**src/sv/brle_pkg.sv**
```systemverilog
// Shared types and constants of the bit run-length encoder.
package brle_pkg;

    // Depth of the queue between the front and the back
    localparam int QDEPTH  = 2;
    localparam int QPTR_W  = (QDEPTH > 1) ? $clog2(QDEPTH) : 1;
    localparam int QCNT_W  = $clog2(QDEPTH + 1);

    // Run count at which the next equal bit wraps the run
    localparam logic [7:0] RUN_WRAP   = 8'hFF;
    localparam logic [7:0] RUN_CLEAR  = 8'h00;
    localparam logic [7:0] RUN_START  = 8'h01;
    // Expected bit after reset: the ones run comes first
    localparam logic       BIT_RESET  = 1'b1;
    // First scanned bit position of a byte
    localparam logic [2:0] POS_FIRST  = 3'd7;
    localparam logic [2:0] POS_LAST   = 3'd0;

    // One bitmap byte as it travels through the queue
    typedef struct packed {
        logic [7:0] data_byte;
        logic       last_byte;
    } item_t;

    // One emitted run count
    typedef struct packed {
        logic [7:0] run_byte;
        logic       stream_end;
        logic       last_of_item;
    } result_t;

    // Queue status seen by its writer and reader
    typedef struct packed {
        logic full;
        logic empty;
    } q_status_t;

endpackage

```
**src/sv/brle_if.sv**
```systemverilog
// Handshake channels of the encoder: bitmap bytes in, run counts out.
interface brle_in_if;
    logic       valid;
    logic       ready;
    logic [7:0] data_byte;
    logic       last_byte;

    modport source (output valid, output data_byte, output last_byte, input ready);
    modport sink   (input valid, input data_byte, input last_byte, output ready);
endinterface

interface brle_out_if;
    logic       valid;
    logic       ready;
    logic [7:0] run_byte;
    logic       stream_end;
    logic       last_of_item;

    modport source (output valid, output run_byte, output stream_end,
                    output last_of_item, input ready);
    modport sink   (input valid, input run_byte, input stream_end,
                    input last_of_item, output ready);
endinterface

```
**src/sv/bit_run_length_encoder.sv**
```systemverilog
// A byte passes the front hold register and a queue entry before it reaches the scanner; each count
// is registered out once the next count or the end of its byte is found.
// The scanner handles one bit, or the flush after a byte marked last, per cycle unless a
// pending count waits on a stalled output.
// Reset (asynchronous, active low): expected bit 1, count 0, queue and outputs empty.
module bit_run_length_encoder (
    input  logic        clk,
    input  logic        rst_n,
    brle_in_if.sink     bitmap,
    brle_out_if.source  runs
);

    brle_pkg::item_t     in_item;
    brle_pkg::item_t     push_item;
    brle_pkg::item_t     pop_item;
    brle_pkg::q_status_t q_status;
    brle_pkg::result_t   result;
    logic                q_push;
    logic                q_pop;

    assign in_item.data_byte = bitmap.data_byte;
    assign in_item.last_byte = bitmap.last_byte;

    brle_front u_front (
        .clk      (clk),
        .rst_n    (rst_n),
        .in_valid (bitmap.valid),
        .in_ready (bitmap.ready),
        .in_item  (in_item),
        .q_status (q_status),
        .q_push   (q_push),
        .q_item   (push_item)
    );

    brle_fifo u_fifo (
        .clk       (clk),
        .rst_n     (rst_n),
        .push      (q_push),
        .push_item (push_item),
        .pop       (q_pop),
        .pop_item  (pop_item),
        .status    (q_status)
    );

    brle_back u_back (
        .clk        (clk),
        .rst_n      (rst_n),
        .q_status   (q_status),
        .q_item     (pop_item),
        .q_pop      (q_pop),
        .out_valid  (runs.valid),
        .out_ready  (runs.ready),
        .out_result (result)
    );

    assign runs.run_byte     = result.run_byte;
    assign runs.stream_end   = result.stream_end;
    assign runs.last_of_item = result.last_of_item;

endmodule

```
**src/sv/brle_front.sv**
```systemverilog
// Front stage: registers each accepted bitmap beat and hands it to the queue.
module brle_front (
    input  logic                clk,
    input  logic                rst_n,
    input  logic                in_valid,
    output logic                in_ready,
    input  brle_pkg::item_t     in_item,
    input  brle_pkg::q_status_t q_status,
    output logic                q_push,
    output brle_pkg::item_t     q_item
);

    logic            hold_valid_reg;
    logic            hold_valid_next;
    brle_pkg::item_t hold_item_reg;

    // Forward the held beat whenever the queue has room
    assign q_push   = hold_valid_reg && !q_status.full;
    assign q_item   = hold_item_reg;
    assign in_ready = !hold_valid_reg || !q_status.full;

    always_comb
    begin
        hold_valid_next = hold_valid_reg;
        if (in_valid && in_ready)
        begin
            hold_valid_next = 1'b1;
        end
        else if (q_push)
        begin
            hold_valid_next = 1'b0;
        end
    end

    // Hold valid flag
    always_ff @(posedge clk or negedge rst_n)
    begin
        if (!rst_n)
        begin
            hold_valid_reg <= 1'b0;
        end
        else
        begin
            hold_valid_reg <= hold_valid_next;
        end
    end

    // Capture payload on accept
    always_ff @(posedge clk)
    begin
        if (in_valid && in_ready)
        begin
            hold_item_reg <= in_item;
        end
    end

endmodule

```
**src/sv/brle_fifo.sv**
```systemverilog
// Short queue of bitmap items between the front and the back.
module brle_fifo (
    input  logic                clk,
    input  logic                rst_n,
    input  logic                push,
    input  brle_pkg::item_t     push_item,
    input  logic                pop,
    output brle_pkg::item_t     pop_item,
    output brle_pkg::q_status_t status
);

    brle_pkg::item_t                   mem [brle_pkg::QDEPTH];
    logic [brle_pkg::QPTR_W-1:0]       wr_ptr_reg;
    logic [brle_pkg::QPTR_W-1:0]       wr_ptr_next;
    logic [brle_pkg::QPTR_W-1:0]       rd_ptr_reg;
    logic [brle_pkg::QPTR_W-1:0]       rd_ptr_next;
    logic [brle_pkg::QCNT_W-1:0]       count_reg;
    logic [brle_pkg::QCNT_W-1:0]       count_next;

    assign status.full  = (count_reg == brle_pkg::QCNT_W'(brle_pkg::QDEPTH));
    assign status.empty = (count_reg == '0);
    assign pop_item     = mem[rd_ptr_reg];

    // Advance pointers with wrap at the queue depth
    always_comb
    begin
        wr_ptr_next = wr_ptr_reg;
        rd_ptr_next = rd_ptr_reg;
        count_next  = count_reg;
        if (push)
        begin
            wr_ptr_next = (wr_ptr_reg == brle_pkg::QPTR_W'(brle_pkg::QDEPTH - 1))
                          ? '0 : wr_ptr_reg + 1'b1;
        end
        if (pop)
        begin
            rd_ptr_next = (rd_ptr_reg == brle_pkg::QPTR_W'(brle_pkg::QDEPTH - 1))
                          ? '0 : rd_ptr_reg + 1'b1;
        end
        if (push && !pop)
        begin
            count_next = count_reg + 1'b1;
        end
        else if (pop && !push)
        begin
            count_next = count_reg - 1'b1;
        end
    end

    always_ff @(posedge clk or negedge rst_n)
    begin
        if (!rst_n)
        begin
            wr_ptr_reg <= '0;
            rd_ptr_reg <= '0;
            count_reg  <= '0;
        end
        else
        begin
            wr_ptr_reg <= wr_ptr_next;
            rd_ptr_reg <= rd_ptr_next;
            count_reg  <= count_next;
        end
    end

    // Store entry
    always_ff @(posedge clk)
    begin
        if (push)
        begin
            mem[wr_ptr_reg] <= push_item;
        end
    end

endmodule

```
**src/sv/brle_back.sv**
```systemverilog
// Back stage: scans one bit per cycle unless its result path stalls, counts runs and drives result beats.
module brle_back (
    input  logic                clk,
    input  logic                rst_n,
    input  brle_pkg::q_status_t q_status,
    input  brle_pkg::item_t     q_item,
    output logic                q_pop,
    output logic                out_valid,
    input  logic                out_ready,
    output brle_pkg::result_t   out_result
);

    // Scan state
    logic                busy_reg,  busy_next;
    logic                flush_reg, flush_next;
    logic [2:0]          pos_reg,   pos_next;
    brle_pkg::item_t     item_reg;
    logic                cur_bit_reg, cur_bit_next;
    logic [7:0]          count_reg,   count_next;

    // Pending result, held until it is known whether it ends its item
    logic                pend_valid_reg, pend_valid_next;
    logic                pend_last_reg,  pend_last_next;
    logic [7:0]          pend_run_reg;
    logic                pend_end_reg;

    // Output register
    logic                out_valid_reg, out_valid_next;
    brle_pkg::result_t   out_result_reg;

    logic                scan_bit;
    logic                gen;
    logic [7:0]          gen_run;
    logic                gen_end;
    logic                final_step;
    logic                can_push;
    logic                push;
    logic                step_en;

    assign out_valid  = out_valid_reg;
    assign out_result = out_result_reg;

    // Classify the current step
    always_comb
    begin
        scan_bit     = item_reg.data_byte[pos_reg];
        count_next   = count_reg;
        cur_bit_next = cur_bit_reg;
        gen          = 1'b0;
        gen_run      = count_reg;
        gen_end      = 1'b0;
        if (flush_reg)
        begin
            gen          = 1'b1;
            gen_end      = 1'b1;
            count_next   = brle_pkg::RUN_CLEAR;
            cur_bit_next = brle_pkg::BIT_RESET;
        end
        else if (scan_bit == cur_bit_reg)
        begin
            if (count_reg == brle_pkg::RUN_WRAP)
            begin
                gen        = 1'b1;
                gen_run    = brle_pkg::RUN_CLEAR;
                count_next = brle_pkg::RUN_CLEAR;
            end
            else
            begin
                count_next = count_reg + 1'b1;
            end
        end
        else
        begin
            gen          = 1'b1;
            count_next   = brle_pkg::RUN_START;
            cur_bit_next = ~cur_bit_reg;
        end
    end

    assign final_step = flush_reg || ((pos_reg == brle_pkg::POS_LAST) && !item_reg.last_byte);
    assign can_push   = !out_valid_reg || out_ready;
    assign push       = pend_valid_reg && can_push && (pend_last_reg || gen);
    assign step_en    = busy_reg && (!gen || !pend_valid_reg || push);
    assign q_pop      = !q_status.empty && (!busy_reg || (step_en && final_step));

    // Sequence bit positions and the flush step
    always_comb
    begin
        busy_next  = busy_reg;
        flush_next = flush_reg;
        pos_next   = pos_reg;
        if (step_en)
        begin
            pos_next = pos_reg - 1'b1;
            if (final_step)
            begin
                busy_next  = 1'b0;
                flush_next = 1'b0;
            end
            else if (pos_reg == brle_pkg::POS_LAST)
            begin
                flush_next = 1'b1;
            end
        end
        if (q_pop)
        begin
            busy_next  = 1'b1;
            flush_next = 1'b0;
            pos_next   = brle_pkg::POS_FIRST;
        end
    end

    // Update pending slot
    always_comb
    begin
        pend_valid_next = pend_valid_reg;
        pend_last_next  = pend_last_reg;
        if (step_en && gen)
        begin
            pend_valid_next = 1'b1;
            pend_last_next  = final_step;
        end
        else if (push)
        begin
            pend_valid_next = 1'b0;
        end
        else if (step_en && final_step && pend_valid_reg)
        begin
            pend_last_next = 1'b1;
        end
    end

    // Load output register from the pending slot
    always_comb
    begin
        out_valid_next = out_valid_reg;
        if (push)
        begin
            out_valid_next = 1'b1;
        end
        else if (out_ready)
        begin
            out_valid_next = 1'b0;
        end
    end

    always_ff @(posedge clk or negedge rst_n)
    begin
        if (!rst_n)
        begin
            busy_reg       <= 1'b0;
            flush_reg      <= 1'b0;
            pos_reg        <= brle_pkg::POS_FIRST;
            cur_bit_reg    <= brle_pkg::BIT_RESET;
            count_reg      <= brle_pkg::RUN_CLEAR;
            pend_valid_reg <= 1'b0;
            pend_last_reg  <= 1'b0;
            out_valid_reg  <= 1'b0;
        end
        else
        begin
            busy_reg       <= busy_next;
            flush_reg      <= flush_next;
            pos_reg        <= pos_next;
            pend_valid_reg <= pend_valid_next;
            pend_last_reg  <= pend_last_next;
            out_valid_reg  <= out_valid_next;
            if (step_en)
            begin
                cur_bit_reg <= cur_bit_next;
                count_reg   <= count_next;
            end
        end
    end

    // Payload registers
    always_ff @(posedge clk)
    begin
        if (q_pop)
        begin
            item_reg <= q_item;
        end
        if (step_en && gen)
        begin
            pend_run_reg <= gen_run;
            pend_end_reg <= gen_end;
        end
        if (push)
        begin
            // a newer count of the same byte means this one is not its last
            out_result_reg.run_byte     <= pend_run_reg;
            out_result_reg.stream_end   <= pend_end_reg;
            out_result_reg.last_of_item <= pend_last_reg;
        end
    end

endmodule

```
**src/flat_wrapper.sv**
```systemverilog
// flat-port wrapper written by rule: the top's interface ports become plain ports
module bit_run_length_encoder_flat 
  (clk, rst_n, bitmap_valid, bitmap_data_byte, bitmap_last_byte, bitmap_ready, runs_valid, runs_run_byte, runs_stream_end, runs_last_of_item, runs_ready);
  brle_in_if bitmap_i ();
  brle_out_if runs_i ();
  input  logic clk;
  input  logic rst_n;
  input wire logic [$bits(bitmap_i.valid)-1:0] bitmap_valid;
  input wire logic [$bits(bitmap_i.data_byte)-1:0] bitmap_data_byte;
  input wire logic [$bits(bitmap_i.last_byte)-1:0] bitmap_last_byte;
  output wire logic [$bits(bitmap_i.ready)-1:0] bitmap_ready;
  output wire logic [$bits(runs_i.valid)-1:0] runs_valid;
  output wire logic [$bits(runs_i.run_byte)-1:0] runs_run_byte;
  output wire logic [$bits(runs_i.stream_end)-1:0] runs_stream_end;
  output wire logic [$bits(runs_i.last_of_item)-1:0] runs_last_of_item;
  input wire logic [$bits(runs_i.ready)-1:0] runs_ready;
  assign bitmap_i.valid = bitmap_valid;
  assign bitmap_i.data_byte = bitmap_data_byte;
  assign bitmap_i.last_byte = bitmap_last_byte;
  assign bitmap_ready = bitmap_i.ready;
  assign runs_valid = runs_i.valid;
  assign runs_run_byte = runs_i.run_byte;
  assign runs_stream_end = runs_i.stream_end;
  assign runs_last_of_item = runs_i.last_of_item;
  assign runs_i.ready = runs_ready;
  bit_run_length_encoder u_core (.clk(clk), .rst_n(rst_n), .bitmap(bitmap_i), .runs(runs_i));
endmodule
```
**config.mk**
```make
export PLATFORM = sky130hd
export DESIGN_NAME = bit_run_length_encoder_flat
export DESIGN_NICKNAME = d
export VERILOG_FILES = /design/src/sv/brle_pkg.sv /design/src/sv/brle_if.sv /design/src/sv/bit_run_length_encoder.sv /design/src/sv/brle_front.sv /design/src/sv/brle_fifo.sv /design/src/sv/brle_back.sv /design/src/flat_wrapper.sv
export SDC_FILE = /design/constraint.sdc
export NUM_CORES = 1
export LEC_CHECK = 0
export BUFFER_PORTS_ARGS = -buffer_cell sky130_fd_sc_hd__buf_2
export CAP_MARGIN = 30
export CORE_UTILIZATION = 50
export DETAILED_ROUTE_END_ITERATION = 8
export PLACE_DENSITY_LB_ADDON = 0.15
export SETUP_SLACK_MARGIN = 0.02
export SLEW_MARGIN = 0
export SYNTH_ARGS = -nofsm -noshare
export SYNTH_HDL_FRONTEND = slang
export SYNTH_HIERARCHICAL = 1
export SYNTH_SLANG_ARGS = --single-unit
```
**constraint.sdc**
```tcl
create_clock -name clk -period 2.9 [get_ports clk]
set_clock_uncertainty 0.1 [all_clocks]
set_input_delay 0.435 -clock clk [delete_from_list [all_inputs] [get_ports clk]]
set_output_delay 0.435 -clock clk [all_outputs]
set_load 0.005 [all_outputs]
```
==> results.md, run 1 <==
* Post-Syn Area at 3167 um2
* Die area at 6656 um2
* Buf/Inv on CP at 2
* FF+latch count, synth at 77
* Ant diodes at 0
* Post-CTS Hold Fix Bufs at 1
* Post-Place Worst Slack at 0.1959 ns
* CTS resizes at 0
* Max Cap Viol at 0
* Max FFs per register at 18
* Chip height at 81.59 um
* Min Tclk post-route at 2.715 ns
* Post-Syn Instances at 217
* Gpl congestion at 0.8408
* Crit-path slowest cell: dfstp_2
* Layout cell share with drive strength beyond 1 at 0.2654
* DRT iter0 DRCs at 149
* DRT Wirelength at 5270 um
* Distinct cells, synth at 44
* Setup-failing EPs final at 0
* RSZ-0062 raised after global routing: false
* Final nets at 272
* Max-slew violations at 0
* Most common cell after layout, fill and taps aside: edfxtp_1
* Final hold violations at 0
* Initial antenna violation count at 0
* Pwr/cell area at 1203 nW/um2
* Clock Tree Root: clkbuf_8
* Tot Pwr at 4415 uW
* Clock buffer depth at 2
* First-pass GRT wire length at 8528 um
* Worst setup path class: reg2reg
* Status: completed
* Placed inst area at 3400 um2
* Total number of vias at 1,839
* VDD IR-drop max at 0.6798 mV
* Die width at 81.59 um
* Fin Setup TNS at 0 ns
* Vias in the first global route at 1,755
* Synth Area per Inst at 14.59 um2
* Number of synthesized flops with an enable pin at 55
* Commonest non-fill, non-tap cells in the layout: 55 x edfxtp_1, 24 x buf_2, 18 x dfrtp_1
* P&R area growth vs syn at 15.92%
* Top FF cell, synth: edfxtp_1
* Drt drc at 0
* CP most frequent cell: buf_4
* Vias per cell at 5.490
* CP max stage delay at 0.58 ns
* Syn_nets at 234
* TritonCTS Sinks at 77
* Input/output buffers at 24
* Leakage at 0.001447 uW
* Hold WS at 0.1666 ns
* DR WL/cell at 15.73 um
* Starting Density at 0.5255
* Finished Cell Area at 3671 um2
* Worst endpoint required time at 2.85 ns
* Largest delay share family, worst path: multiplexers
* Fmax at 0.3683 GHz
* Setup WS post-layout at 0.1849 ns
* GR Overflow Total at 0
* First-pass detailed-route iteration total at 4
* Synthesis Warnings at 6
* H-tree level count at 3
* Post-CTS setup buffers at 0
* CTS buffer count at 9
* CTS tree: done
* Register area share after synthesis at 0.6970
* I/O pins at 25
* Routed Antenna Nets at 0
* Startpoint types: register
* Pin count of the biggest net entering global routing at 23
* Hold Path Class: in2reg
* Clk_lat worst skew at 0.34 ns
* Total track usage at 0.1804
* Max_slew headroom at 0.6517
* Dpl hpwl at 3570 um
* Tightest Pin Transition at 0.5225 ns
* Fin crit share at 0.9362
* Ys async rst share at 0.2857
* FP Rows at 28
* R2R setup slack at 0.18 ns
* Worst Path Max Fanout at 10
* CP Capture Type: register
* Crit path cell chain: mux4_2 -> mux2_2 -> mux2i_1 -> buf_4 -> o21ai_0 -> nor2_1 -> buf_4
* Core outline area at 6026 um2
* WP data arrival at 2.66 ns
* Clock Pin Slew Worst Setup and Hold Paths at 0.07 ns
-- through the flow --
| step | util | instances |
|---|---|---|
| finish | 0.6092 | 335 |
| global route | 0.6092 | 335 |
| CTS | 0.6092 | 335 |
| detailed placement | 0.5642 | 318 |
| global placement | 0.5642 | 318 |
| floorplan | - | 217 |
-- per-layer routing --
metal	GRT usage	up-vias	wire length, um
met4	0.08421	0	74
met2	0.2600	53	2434
met1	0.2513	883	2464
met3	0.05333	9	297
li1	-	894	-
met5	0	-	0
-- worst reg2reg max path, cell delays in order (launching register included) --
cell	delay, ns
dfstp_2	0.58
mux4_2	0.49
mux2_2	0.34
mux2i_1	0.21
buf_4	0.20
o21ai_0	0.12
nor2_1	0.17
buf_4	0.22
-- layout make-up --
class / count / area [um2]
clock inverter: 6 / 133.9
multi-input combinational: 125 / 888.4
tap: 75 / 93.84
sequential: 77 / 2207
clock buffer: 10 / 127.6
fill: 481 / 2355
timing repair buffer: 32 / 182.7
inverter: 10 / 37.54
-- cells by family after synthesis --
group | after synthesis | synth area share
flip-flops | 77 | 0.6970
multiplexers | 15 | 0.06124
AO/OA/AOI/OAI | 43 | 0.09404
adder cells (fa/ha/maj) | 4 | 0.01580
XOR/XNOR | 6 | 0.01659
buffers and inverters | 15 | 0.02292
AND/OR/NAND/NOR | 57 | 0.09246
-- Yosys cell counts (3+ instances only) --
| cell | n | area share |
|---|---|---|
| nor2_1 | 10 | 0.012 |
| a21oi_1 | 9 | 0.014 |
| or4_1 | 3 | 0.0071 |
| a22o_1 | 3 | 0.0083 |
| a31oi_1 | 3 | 0.0059 |
| nand2_1 | 16 | 0.019 |
| mux2_2 | 11 | 0.039 |
| nand3_1 | 6 | 0.0095 |
| edfxtp_1 | 55 | 0.52 |
| dfstp_2 | 4 | 0.033 |
| nor2b_1 | 6 | 0.012 |
| and2_1 | 8 | 0.016 |
| dfrtp_1 | 18 | 0.14 |
| xor2_1 | 4 | 0.011 |
| inv_1 | 10 | 0.012 |
| ha_1 | 4 | 0.016 |
| o21ai_0 | 8 | 0.013 |
-- power breakdown --
part / leakage [uW] / internal [uW] / switching, uW
logic: 0.000527 / 618 / 788
clock network: 0.000131 / 661 / 380
registers: 0.000789 / 1750 / 219
total: 0.00145 / 3030 / 1390
-- final timing paths --
check,startpoint,endpoint,depth (start not counted)
worst max-delay path,u_core/u_back/pos_reg[0],u_core/u_back/out_result[3],7
worst min-delay path,bitmap_last_byte,u_core/u_front/q_item[0],1
worst max register to register,u_core/u_back/pos_reg[0],u_core/u_back/out_result[3],7
worst min register to register,u_core/u_back/pend_run_reg[5],u_core/u_back/out_result[7],0
max in group asynchronous,rst_n,u_core/u_back/pos_reg[2],2
min in group asynchronous,rst_n,u_core/u_back/count_reg[5],2
No activity file was read; power rests on OpenSTA's default activity.
==> run 2: changes to the inputs <==
CTS_BUF_LIST = sky130_fd_sc_hd__clkbuf_2   (was unset)
==> results.md, run 2 (synthesis results as in run 1) <==
* Status: completed
* Final Util at 0.6142
* Startpoint types: register
* Pin count of the biggest net entering global routing at 23
* Critical R2R Launch: u_core/u_back/pos_reg[0]
* Vias per cell at 5.484
* Post-CTS setup buffers at 0
* RSZ-0062 raised after global routing: false
* CP endpoint: u_core/u_back/out_result[6]
* Clock Tree Root: clkbuf_2
* Finished Cell Area at 3701 um2
* Commonest non-fill, non-tap cells in the layout: 55 x edfxtp_1, 24 x buf_2, 18 x dfrtp_1
* Die area at 6656 um2
* DR WL/cell at 15.94 um
* Total track usage at 0.1861
* Dpl hpwl at 3570 um
* Worst endpoint required time at 3.00 ns
* TritonCTS Sinks at 77
* CTS tree: done
* Clock Pin Slew Worst Setup and Hold Paths at 0.20 ns
* Clk_lat worst skew at 0.49 ns
* Worst Path Max Fanout at 10
* First-pass GRT wire length at 8832 um
* Drt drc at 0
* Ant diodes at 0
* Max-slew violations at 0
* Max_slew headroom at 0.6457
* Starting Density at 0.5255
* Fin crit share at 0.9418
* Fin Setup TNS at 0 ns
* Routed Antenna Nets at 0
* Max FFs per register at 18
* Total number of vias at 1,892
* Pwr/cell area at 1146 nW/um2
* Placed inst area at 3400 um2
* Worst Setup SP: u_core/u_back/pos_reg[0]
* Setup-failing EPs final at 0
* Gpl congestion at 0.8408
* DRT iter0 DRCs at 181
* I/O pins at 25
* P&R area growth vs syn at 16.87%
* Tightest Pin Transition at 0.5314 ns
* Reg2reg end: u_core/u_back/out_result[6]
* Chip height at 81.59 um
* Worst setup path class: reg2reg
* Layout cell share with drive strength beyond 1 at 0.2630
* WP data arrival at 2.83 ns
* CP Capture Type: register
* GR Overflow Total at 0
* Clock buffer depth at 2
* H-tree level count at 3
* VDD IR-drop max at 0.6671 mV
* Core outline area at 6026 um2
* CTS buffer count at 9
* Max Cap Viol at 0
* Initial antenna violation count at 0
* Input/output buffers at 24
* Leakage at 0.001466 uW
* R2R setup slack at 0.17 ns
* Post-Place Worst Slack at 0.1959 ns
* Tot Pwr at 4240 uW
* Fmax at 0.3661 GHz
* FP Rows at 28
* Min Tclk post-route at 2.731 ns
* First-pass detailed-route iteration total at 4
* Final nets at 282
* DRT Wirelength at 5498 um
* Die width at 81.59 um
* Hold Path Class: in2reg
* Vias in the first global route at 1,819
* Final hold violations at 0
* Setup WS post-layout at 0.1688 ns
* Most common cell after layout, fill and taps aside: edfxtp_1
* R2R cell count at 7
==> run 2: cell type report <==
cell class	count	area, um2
clock inverters	6	133.9
flip-flops and latches	77	2207
clock buffers	10	50.05
fillers	484	2325
repair buffers	42	282.8
well taps	75	93.84
inverters	10	37.54
multi-input cells	125	895.9
==> run 2: how the worst min path moves through the flow <==
stage | start | to | slack, ns | depth (start not counted)
after global routing | runs_ready | u_core/u_back/out_valid | 0.10 | 3
after detailed placement | u_core/u_back/pend_run_reg[5] | u_core/u_back/out_result[7] | 0.30 | 0
final | runs_ready | u_core/u_back/out_valid | 0.15 | 3
after global placement | u_core/u_back/pend_run_reg[2] | u_core/u_back/out_result[4] | 0.30 | 0
after CTS | runs_ready | u_core/u_back/out_valid | 0.12 | 3
after floorplan | rst_n | u_core/u_back/busy_reg | 0.04 | 0
==> run 2: critical path, stage by stage, from the launching register on <==
cell	delay, ns
dfstp_2	0.62
mux4_2	0.50
mux2_4	0.33
mux2i_2	0.20
buf_4	0.20
o21ai_0	0.12
nor2_1	0.18
buf_4	0.21
==> run 2: repair_timing <==
item                                    4_1_cts  5_1_grt
hold buffers                                 11        0
endpoints found under the setup margin        0        2
resized for setup                             0        2
endpoints found under the hold margin        28        0
==> run 2: per-layer routing <==
layer | vias up | global-route usage | routed length, um
li1 | 910 | - | -
met1 | 918 | 0.2576 | 2568
met2 | 57 | 0.2775 | 2649
met3 | 7 | 0.04333 | 212
met4 | 0 | 0.08947 | 68
met5 | - | 0 | 0
==> run 2: per-stage QoR <==
stage,hold WS [ns],instances
after floorplan,0.03941,217
after global placement,0.3040,318
after detailed placement,0.3045,318
after CTS,0.1211,345
after global routing,0.1040,345
final,0.1529,345
==> run 2: power by group <==
group          switching (uW)  internal, uW
logic                     804           645
registers                 223          1740
clock network             361           464
total                    1390          2850
